`src/rtl/redqa_pkg.sv`:
```
// redqa_pkg: widths, register indexes, operation codes and shared types
// for the red queue admission block; no dependencies
package redqa_pkg;

   localparam int QUEUE_DEPTH       = 32;
   localparam int WORD_WIDTH        = 32;
   localparam int AVG_FRACTION_BITS = 8;

   localparam int PTR_W      = $clog2(QUEUE_DEPTH);
   localparam int OCC_W      = 6;
   localparam int CFG_W      = 6;
   localparam int CSR_IDX_W  = 2;
   localparam int AVG_W      = 13;
   localparam int PCT_W      = 7;
   localparam int PICK_W     = 7;
   localparam int CNT_W      = 32;
   localparam int TH_W       = CFG_W + AVG_FRACTION_BITS;
   localparam int NUM_W      = TH_W + PCT_W;
   localparam int STEP_W     = $clog2(PCT_W);
   localparam int SUM_W      = OCC_W + AVG_FRACTION_BITS + 1;
   localparam int REQ_DATA_W = 40;
   localparam int RSP_DATA_W = 120;

   localparam logic [AVG_W-1:0] AVG_MAX  = '1;
   localparam logic [PCT_W-1:0] PCT_FULL = 7'd100;

   localparam logic [CSR_IDX_W-1:0] CSR_MIN_THRESHOLD = 2'd0;
   localparam logic [CSR_IDX_W-1:0] CSR_MAX_THRESHOLD = 2'd1;
   localparam logic [CSR_IDX_W-1:0] CSR_QUEUE_LIMIT   = 2'd2;

   localparam logic OP_ARRIVAL = 1'b0;
   localparam logic OP_DEPART  = 1'b1;

   typedef struct packed {
      logic             done;
      logic [PCT_W-1:0] quot;
   } div_status_type;

   function automatic logic [PTR_W-1:0] next_ptr(input logic [PTR_W-1:0] p);
      next_ptr = (p == PTR_W'(QUEUE_DEPTH - 1)) ? '0 : p + PTR_W'(1);
   endfunction

endpackage

```
`src/rtl/red_queue_admission.sv`:
```
// red_queue_admission: queue of packet words with random early detection
// depends on redqa_pkg, redqa_divider, redqa_store
//
//   channel   direction  handshake            contents
//   req_      in         tvalid/tready        tuser op, tdata word and pick
//   rsp_      out        tvalid/tready        tdata verdict, word, levels
//   csr_      in         we                   index, 6-bit data
//
// a departure or a decided arrival passes the average, compare and final steps
// after its accept, then raises rsp_tvalid and req_tready in the same cycle;
// an arrival inside the ramp also waits in the divide step for the 7 quotient
// steps of the divider and its done flag; req_tready is high only between
// transactions; the result register lets the next transaction in while one
// waits; a stalled result holds the block in its final step
// synchronous reset; no memory clearing pass
module red_queue_admission (
   input  logic                                 clock,
   input  logic                                 reset,
   input  logic                                 req_tvalid,
   output logic                                 req_tready,
   input  logic                                 req_tuser,  // op
   input  logic [redqa_pkg::REQ_DATA_W-1:0]     req_tdata,  // packet_word, random_pick
   output logic                                 rsp_tvalid,
   input  logic                                 rsp_tready,
   // admitted, forwarded, head_word, empty_error, fill_level, average_fill,
   // admitted_total, dropped_total
   output logic [redqa_pkg::RSP_DATA_W-1:0]     rsp_tdata,
   input  logic                                 csr_we,
   input  logic [redqa_pkg::CSR_IDX_W-1:0]      csr_index,
   input  logic [redqa_pkg::CFG_W-1:0]          csr_wdata
);
   import redqa_pkg::*;

   localparam logic [2:0] ST_IDLE = 3'd0;
   localparam logic [2:0] ST_AVG  = 3'd1;
   localparam logic [2:0] ST_CMP  = 3'd2;
   localparam logic [2:0] ST_DIV  = 3'd3;
   localparam logic [2:0] ST_FIN  = 3'd4;

   logic [2:0]            state_ff, state_in;
   logic [CFG_W-1:0]      min_ff, min_in;
   logic [CFG_W-1:0]      max_ff, max_in;
   logic [CFG_W-1:0]      limit_ff, limit_in;
   logic [PTR_W-1:0]      head_ff, head_in;
   logic [PTR_W-1:0]      tail_ff, tail_in;
   logic [OCC_W-1:0]      occ_ff, occ_in;
   logic [AVG_W-1:0]      avg_ff, avg_in;
   logic [CNT_W-1:0]      acc_ff, acc_in;
   logic [CNT_W-1:0]      rej_ff, rej_in;
   logic                  rsp_valid_ff, rsp_valid_in;
   logic [RSP_DATA_W-1:0] rsp_data_ff, rsp_data_in;
   logic                  op_ff, op_in;
   logic [WORD_WIDTH-1:0] word_ff, word_in;
   logic [PICK_W-1:0]     pick_ff, pick_in;
   logic                  verdict_ff, verdict_in;

   logic [SUM_W-1:0]      avg_sum;
   logic [SUM_W-2:0]      avg_half;
   logic [TH_W-1:0]       lo_level, hi_level, avg_ext, gap, diff;
   logic                  full;
   logic                  out_free, commit;
   logic                  adm, fwd, err;
   logic [OCC_W-1:0]      occ_next;
   logic [CNT_W-1:0]      acc_next, rej_next;
   logic [WORD_WIDTH-1:0] head_word, rd_data;
   logic                  div_start, mem_we, mem_re;
   logic [NUM_W-1:0]      div_num;
   div_status_type        div_st;

   redqa_divider u_div (
      .clock  (clock),
      .reset  (reset),
      .start  (div_start),
      .num    (div_num),
      .den    (gap),
      .status (div_st)
   );

   redqa_store u_store (
      .clock   (clock),
      .wr_en   (mem_we),
      .wr_addr (tail_ff),
      .wr_data (word_ff),
      .rd_en   (mem_re),
      .rd_addr (head_ff),
      .rd_data (rd_data)
   );

   assign avg_sum  = SUM_W'(avg_ff) + (SUM_W'(occ_ff) << AVG_FRACTION_BITS);
   assign avg_half = avg_sum[SUM_W-1:1];
   assign lo_level = TH_W'(min_ff) << AVG_FRACTION_BITS;
   assign hi_level = TH_W'(max_ff) << AVG_FRACTION_BITS;
   assign avg_ext  = TH_W'(avg_ff);
   assign gap      = hi_level - lo_level;
   assign diff     = avg_ext - lo_level;
   assign div_num  = NUM_W'(diff) * NUM_W'(PCT_FULL);
   assign full     = (occ_ff >= limit_ff) || (occ_ff >= OCC_W'(QUEUE_DEPTH));

   assign out_free = !rsp_valid_ff || rsp_tready;
   assign commit   = (state_ff == ST_FIN) && out_free;
   assign adm      = (op_ff == OP_ARRIVAL) && verdict_ff;
   assign fwd      = (op_ff == OP_DEPART) && (occ_ff != '0);
   assign err      = (op_ff == OP_DEPART) && (occ_ff == '0);
   assign occ_next = adm ? occ_ff + OCC_W'(1) : (fwd ? occ_ff - OCC_W'(1) : occ_ff);
   assign acc_next = (adm && (acc_ff != '1)) ? acc_ff + CNT_W'(1) : acc_ff;
   assign rej_next = ((op_ff == OP_ARRIVAL) && !verdict_ff && (rej_ff != '1))
                     ? rej_ff + CNT_W'(1) : rej_ff;
   assign head_word = fwd ? rd_data : '0;
   assign mem_we   = commit && adm;
   assign mem_re   = (state_ff == ST_CMP);
   assign div_start = (state_ff == ST_CMP) && (op_ff == OP_ARRIVAL) && !full &&
                      (avg_ext > lo_level) && (avg_ext < hi_level);

   always_comb begin
      state_in     = state_ff;
      min_in       = min_ff;
      max_in       = max_ff;
      limit_in     = limit_ff;
      head_in      = head_ff;
      tail_in      = tail_ff;
      occ_in       = occ_ff;
      avg_in       = avg_ff;
      acc_in       = acc_ff;
      rej_in       = rej_ff;
      rsp_valid_in = rsp_valid_ff;
      rsp_data_in  = rsp_data_ff;
      op_in        = op_ff;
      word_in      = word_ff;
      pick_in      = pick_ff;
      verdict_in   = verdict_ff;

      if (csr_we) begin
         case (csr_index)
            CSR_MIN_THRESHOLD: min_in   = csr_wdata;
            CSR_MAX_THRESHOLD: max_in   = csr_wdata;
            CSR_QUEUE_LIMIT:   limit_in = csr_wdata;
            default: ;
         endcase
      end

      if (rsp_tready) begin
         rsp_valid_in = 1'b0;
      end

      case (state_ff)
         ST_IDLE: begin
            if (req_tvalid) begin
               op_in    = req_tuser;
               word_in  = req_tdata[WORD_WIDTH-1:0];
               pick_in  = req_tdata[WORD_WIDTH +: PICK_W];
               state_in = ST_AVG;
            end
         end
         ST_AVG: begin
            avg_in   = (avg_half > (SUM_W-1)'(AVG_MAX)) ? AVG_MAX : avg_half[AVG_W-1:0];
            state_in = ST_CMP;
         end
         ST_CMP: begin
            if (op_ff == OP_DEPART) begin
               state_in = ST_FIN;
            end else if (full) begin
               verdict_in = 1'b0;
               state_in   = ST_FIN;
            end else if (avg_ext <= lo_level) begin
               verdict_in = 1'b1;
               state_in   = ST_FIN;
            end else if (avg_ext >= hi_level) begin
               verdict_in = 1'b0;
               state_in   = ST_FIN;
            end else begin
               state_in = ST_DIV;
            end
         end
         ST_DIV: begin
            if (div_st.done) begin
               verdict_in = pick_ff < (PCT_FULL - div_st.quot);
               state_in   = ST_FIN;
            end
         end
         ST_FIN: begin
            if (out_free) begin
               occ_in       = occ_next;
               acc_in       = acc_next;
               rej_in       = rej_next;
               if (adm) begin
                  tail_in = next_ptr(tail_ff);
               end
               if (fwd) begin
                  head_in = next_ptr(head_ff);
               end
               rsp_valid_in = 1'b1;
               rsp_data_in  = {2'b00, rej_next, acc_next, avg_ff, occ_next, err,
                               head_word, fwd, adm};
               state_in     = ST_IDLE;
            end
         end
         default: state_in = ST_IDLE;
      endcase
   end

   always_ff @(posedge clock) begin
      if (reset) begin
         state_ff     <= ST_IDLE;
         min_ff       <= CFG_W'(3);
         max_ff       <= CFG_W'(17);
         limit_ff     <= CFG_W'(20);
         head_ff      <= '0;
         tail_ff      <= '0;
         occ_ff       <= '0;
         avg_ff       <= '0;
         acc_ff       <= '0;
         rej_ff       <= '0;
         rsp_valid_ff <= 1'b0;
      end else begin
         state_ff     <= state_in;
         min_ff       <= min_in;
         max_ff       <= max_in;
         limit_ff     <= limit_in;
         head_ff      <= head_in;
         tail_ff      <= tail_in;
         occ_ff       <= occ_in;
         avg_ff       <= avg_in;
         acc_ff       <= acc_in;
         rej_ff       <= rej_in;
         rsp_valid_ff <= rsp_valid_in;
      end
      rsp_data_ff <= rsp_data_in;
      op_ff       <= op_in;
      word_ff     <= word_in;
      pick_ff     <= pick_in;
      verdict_ff  <= verdict_in;
   end

   assign req_tready = (state_ff == ST_IDLE);
   assign rsp_tvalid = rsp_valid_ff;
   assign rsp_tdata  = rsp_data_ff;

`ifndef SYNTH
   occ_bound_a: assert property (@(posedge clock) disable iff (reset)
      occ_ff <= OCC_W'(QUEUE_DEPTH))
      else $error("occupancy above queue depth");

   avg_bound_a: assert property (@(posedge clock) disable iff (reset)
      avg_ff <= AVG_MAX)
      else $error("average above its saturation level");

   div_done_a: assert property (@(posedge clock) disable iff (reset)
      div_st.done |-> (state_ff == ST_DIV))
      else $error("divider finished outside the ramp step");

   write_room_a: assert property (@(posedge clock) disable iff (reset)
      mem_we |-> (occ_ff < OCC_W'(QUEUE_DEPTH)) && (occ_ff < limit_ff))
      else $error("packet stored into a full queue");

   pop_data_a: assert property (@(posedge clock) disable iff (reset)
      (state_ff == ST_CMP) && (op_ff == OP_DEPART) |=> (state_ff == ST_FIN))
      else $error("departure did not reach its final step after the read");
`endif

endmodule

```
`src/rtl/redqa_divider.sv`:
```
// redqa_divider: restoring shift-subtract divider, one quotient bit a cycle
// depends on redqa_pkg
module redqa_divider (
   input  logic                         clock,
   input  logic                         reset,
   input  logic                         start,
   input  logic [redqa_pkg::NUM_W-1:0]  num,
   input  logic [redqa_pkg::TH_W-1:0]   den,
   output redqa_pkg::div_status_type    status
);
   import redqa_pkg::*;

   logic              busy_ff, busy_in;
   logic              done_ff, done_in;
   logic [STEP_W-1:0] step_ff, step_in;
   logic [NUM_W-1:0]  rem_ff, rem_in;
   logic [TH_W-1:0]   den_ff, den_in;
   logic [PCT_W-1:0]  quot_ff, quot_in;
   logic [NUM_W-1:0]  den_shift;

   assign den_shift = NUM_W'(den_ff) << step_ff;

   always_comb begin
      busy_in = busy_ff;
      done_in = 1'b0;
      step_in = step_ff;
      rem_in  = rem_ff;
      den_in  = den_ff;
      quot_in = quot_ff;
      if (start) begin
         busy_in = 1'b1;
         step_in = STEP_W'(PCT_W - 1);
         rem_in  = num;
         den_in  = den;
         quot_in = '0;
      end else if (busy_ff) begin
         if (rem_ff >= den_shift) begin
            rem_in           = rem_ff - den_shift;
            quot_in[step_ff] = 1'b1;
         end
         if (step_ff == '0) begin
            busy_in = 1'b0;
            done_in = 1'b1;
         end else begin
            step_in = step_ff - STEP_W'(1);
         end
      end
   end

   always_ff @(posedge clock) begin
      if (reset) begin
         busy_ff <= 1'b0;
         done_ff <= 1'b0;
      end else begin
         busy_ff <= busy_in;
         done_ff <= done_in;
      end
      step_ff <= step_in;
      rem_ff  <= rem_in;
      den_ff  <= den_in;
      quot_ff <= quot_in;
   end

   assign status.done = done_ff;
   assign status.quot = quot_ff;

endmodule

```
`src/rtl/redqa_store.sv`:
```
// redqa_store: packet word memory, one write and one registered read port
// depends on redqa_pkg
module redqa_store (
   input  logic                             clock,
   input  logic                             wr_en,
   input  logic [redqa_pkg::PTR_W-1:0]      wr_addr,
   input  logic [redqa_pkg::WORD_WIDTH-1:0] wr_data,
   input  logic                             rd_en,
   input  logic [redqa_pkg::PTR_W-1:0]      rd_addr,
   output logic [redqa_pkg::WORD_WIDTH-1:0] rd_data
);
   import redqa_pkg::*;

   logic [WORD_WIDTH-1:0] mem [QUEUE_DEPTH];
   logic [WORD_WIDTH-1:0] rd_data_ff;

   always_ff @(posedge clock) begin
      if (wr_en) begin
         mem[wr_addr] <= wr_data;
      end
   end

   always_ff @(posedge clock) begin
      if (rd_en) begin
         rd_data_ff <= mem[rd_addr];
      end
   end

   assign rd_data = rd_data_ff;

endmodule

```
`config.mk`:
```
export PLATFORM = sky130hd
export DESIGN_NAME = red_queue_admission
export DESIGN_NICKNAME = d
export VERILOG_FILES = /design/src/rtl/redqa_pkg.sv /design/src/rtl/red_queue_admission.sv /design/src/rtl/redqa_divider.sv /design/src/rtl/redqa_store.sv
export SDC_FILE = /design/constraint.sdc
export NUM_CORES = 2
export LEC_CHECK = 0
export ABC_CLOCK_PERIOD_IN_PS = 6700
export BUFFER_PORTS_ARGS = -buffer_cell sky130_fd_sc_hd__buf_2
export CELL_PAD_IN_SITES_DETAIL_PLACEMENT = 0
export CELL_PAD_IN_SITES_GLOBAL_PLACEMENT = 1
export CORE_MARGIN = 1
export CORE_UTILIZATION = 30
export DETAILED_ROUTE_END_ITERATION = 7
export HOLD_SLACK_MARGIN = 0.15
export PLACE_DENSITY_LB_ADDON = 0.05
export SYNTH_ARGS = -nofsm -noshare
export SYNTH_HDL_FRONTEND = slang
export SYNTH_SLANG_ARGS = --single-unit
```
`constraint.sdc`:
```
create_clock -name clock -period 6.7 [get_ports clock]
set_input_delay 0.67 -clock clock [delete_from_list [all_inputs] [get_ports clock]]
set_output_delay 0.67 -clock clock [all_outputs]
set_load 0.005 [all_outputs]
```
==> results.ini <==
[status]
outcome = finished clean

[timing]
setup_violations = 0
hold_violations = 0
tns_ns = 0
tightest_slew_ns = 1.28
final.setup.worst_slack_ns = 2.15
min_period_ns = 4.55
fin_crit_sh = 0.680
rsz0062_at_grt = no
slew-limit-headroom = 0.148
fmax_mhz = 220
fin_skew_ns = 0.0238
report.final.slew_viol_count = 0

[synth]
synth_top_cells_by_area = edfxtp_1, mux4_2, dfxtp_1
syn_area_mm2 = 0.0557
synth_edf_count = 1240
synth_commonest_cells = edfxtp_1, mux4_2, nor2_1
yosysMostFrequentCell = edfxtp_1
synthCells = 3058
avgSynthCellArea_um2 = 18.2
ys_warn_count = 0
yosys.cell_types.count = 74
yosysSeqAreaShare = 0.714
synthArstFlopShare = 0
synth_top_cell_area_share = 0.668
synth-seq-cells = 1367
yosys.area.top_type = edfxtp_1
ys.flop_type = edfxtp_1

[detailed_routing]
ant_nets = 0
vias_per_cell = 4.80
wl_per_cell_um = 25.4
num_vias = 28552
drtIter0Drc = 2006
drtPass1Iterations = 5
drc = 0
totalWireLength_mm = 151

[critical_path]
cp_slowest_cell = fa_1
crit_top_cell = inv_1
arrival_ns = 5.08
cp-end-kind = register
reg2reg_slack_ns = 2.15
cp_max_fo = 5
max_stage_delay_ns = 0.50
r2r_cells = 16
crit_family = adder cells
rr_endpoint = u_div.rem_ff[20]$_DFFE_PP_
r2r-start = avg_ff[8]$_SDFFE_PP0P_
worstSetupPathType = register to register
cp_num_cells = 16
cp.required_ns = 7.22
startpoint_type = register
path_cells = inv_1, ha_1, inv_1, fa_1, xnor2_1, inv_1, ha_1, ha_1, inv_1, fa_1, inv_1, ha_1, a2111oi_0, a21oi_1, a2111oi_0, o21ai_0
path_buf_inv = 5

[finish]
fill_cells = 17254
syn2layout_area_growth_pct = 17.3
fin_cells = 5943
num-nets-final = 3526
final_util = 0.356
drive_above_1_share = 0.252

[global_routing]
antenna_found_initial = 7
grt_use_total = 0.161
grt_max_degree = 101
overflow = 0
grt_first_pass_wirelength_mm = 215
first_global_vias = 29725

[die]
core_area_mm2 = 0.184
die_w_um = 433
die_area_mm2 = 0.188
initial_utilization = 0.303
dieHeight_um = 433
pin_count = 176
fp-row-count = 157

[place]
dp_slack_ns = 2.08
dp_hpwl_mm = 86.0
gp_congestion = 0.738
port_buffers = 172
dp.cells = 5613

[clock_tree]
clk_latency_ns = 0.80
cts_tree = done
clkSinkCount = 1367
cts_resized = 0
numCtsBuffers = 161
h-tree-depth = 4
root_buffer = clkbuf_16
cts_max_path_buffers = 3
clkTransAtPathRegs_ns = 0.05

[power_and_ir_drop]
p_per_area_mw_per_mm2 = 314
leakagePower_nw = 21.0
irDropWorstVdd_mv = 0.208

[worst_hold_path]
hold_path_class = input port to register
hold_end = word_ff[5]$_DFFE_PP_
min_path_cells = 1
min_from = req_tdata[5]

[job]
maxCapViolCount = 0

-- power by group --
part | internal (mW) | total, mW | switching (mW)
Combinational | 0.873 | 2.11 | 1.24
Sequential | 9.59 | 9.91 | 0.328
Clock | 5.01 | 8.52 | 3.51
-- final cells by class --
| type | instances | area (µm²) | share of cell area |
|---|---|---|---|
| multi-input combinational | 1469 | 15300 | 0.235 |
| timing repair buffer | 270 | 1750 | 0.0268 |
| tap | 2464 | 3080 | 0.0472 |
| inverter | 83 | 317 | 0.00484 |
| sequential | 1367 | 39800 | 0.609 |
| clock inverter | 74 | 714 | 0.0109 |
| antenna | 4 | 10.0 | 0.000153 |
| clock buffer | 212 | 4380 | 0.0669 |
-- sequential cells by signal (all words and copies together) (netlist names), 3 cells and up --
name,count
state_ff,3
u_store.mem,1024
rsp_tdata,118
limit_ff,6
rej_ff,32
u_div.den_ff,6
word_ff,32
pick_ff,7
max_ff,6
u_div.step_ff,3
u_div.quot_ff,7
head_ff,5
u_store.rd_data,32
avg_ff,13
occ_ff,6
u_div.rem_ff,19
min_ff,6
acc_ff,32
tail_ff,5
-- worst max-delay path by stage --
stage	from	slack [ns]	endpoint
after global routing	avg_ff[8]$_SDFFE_PP0P_	1.81	u_div.rem_ff[20]$_DFFE_PP_
final	avg_ff[8]$_SDFFE_PP0P_	2.15	u_div.rem_ff[20]$_DFFE_PP_
after detailed placement	avg_ff[8]$_SDFFE_PP0P_	2.08	u_div.rem_ff[20]$_DFFE_PP_
after global placement	avg_ff[8]$_SDFFE_PP0P_	2.00	u_div.rem_ff[20]$_DFFE_PP_
after CTS	avg_ff[8]$_SDFFE_PP0P_	2.07	u_div.rem_ff[20]$_DFFE_PP_
after floorplan	rsp_tready	1.51	acc_ff[14]$_SDFFE_PP0P_
-- timing repair --
item	CTS	global route
hold buffers	40	0
hold endpoints to repair	46	0
setup buffers	0	0
-- cell usage in the layout, fill, tap and decap left out, drive strengths merged, types with 56 or more instances in the layout --
| cell | Yosys | final |
|---|---|---|
| xnor2 | 103 | 103 |
| nor2 | 206 | 206 |
| ha | 108 | 108 |
| nand3 | 62 | 62 |
| nand2 | 128 | 128 |
| clkbuf | 85 | 212 |
| dfxtp | 127 | 127 |
| xor2 | 65 | 65 |
| clkinv | 1 | 57 |
| buf | 55 | 230 |
| inv | 82 | 86 |
| mux4 | 320 | 320 |
| a21oi | 56 | 56 |
| edfxtp | 1240 | 1240 |
-- per-stage QoR --
step                hold WS, ns  cell area [µm²]  total power [mW]
floorplan                 0.444            55700              11.5
global placement          0.489            59900              12.2
detailed placement        0.487            59900              12.2
CTS                       0.154            65400              20.9
global route              0.168            65400              21.4
finish                    0.216            65400              20.5
-- per-layer routing --
layer / global-route usage / vias to the layer above / wire (µm)
met4: 0.0463 / 0 / 2990
met3: 0.0279 / 173 / 6190
met2: 0.266 / 580 / 73500
met1: 0.218 / 15117 / 68100
met5: 0 / - / 0
li1: - / 12682 / -
-- cell families (layout without fill, tap and decap cells) --
| logic type | after synthesis | count (layout) | synth area share |
|---|---|---|---|
| other cells | 1 | 6 | 0.0000673 |
| simple gates | 615 | 615 | 0.0545 |
| xor+xnor | 168 | 168 | 0.0264 |
| mux | 371 | 371 | 0.139 |
| flops | 1367 | 1367 | 0.714 |
| buf+inv | 223 | 639 | 0.0159 |
| fa+ha+maj | 120 | 120 | 0.0286 |
| compound gates | 193 | 193 | 0.0216 |
-- worst reg2reg max path: cells and delay by family, from the launching register on --
family	cells	cell delay, ns
adder cells (fa/ha/maj)	6	2.05
AO/OA/AOI/OAI	4	1.18
buffers and inverters	5	0.37
XOR/XNOR	1	0.35
flip-flops	1	0.34
Power figures use the tool's default switching activity.
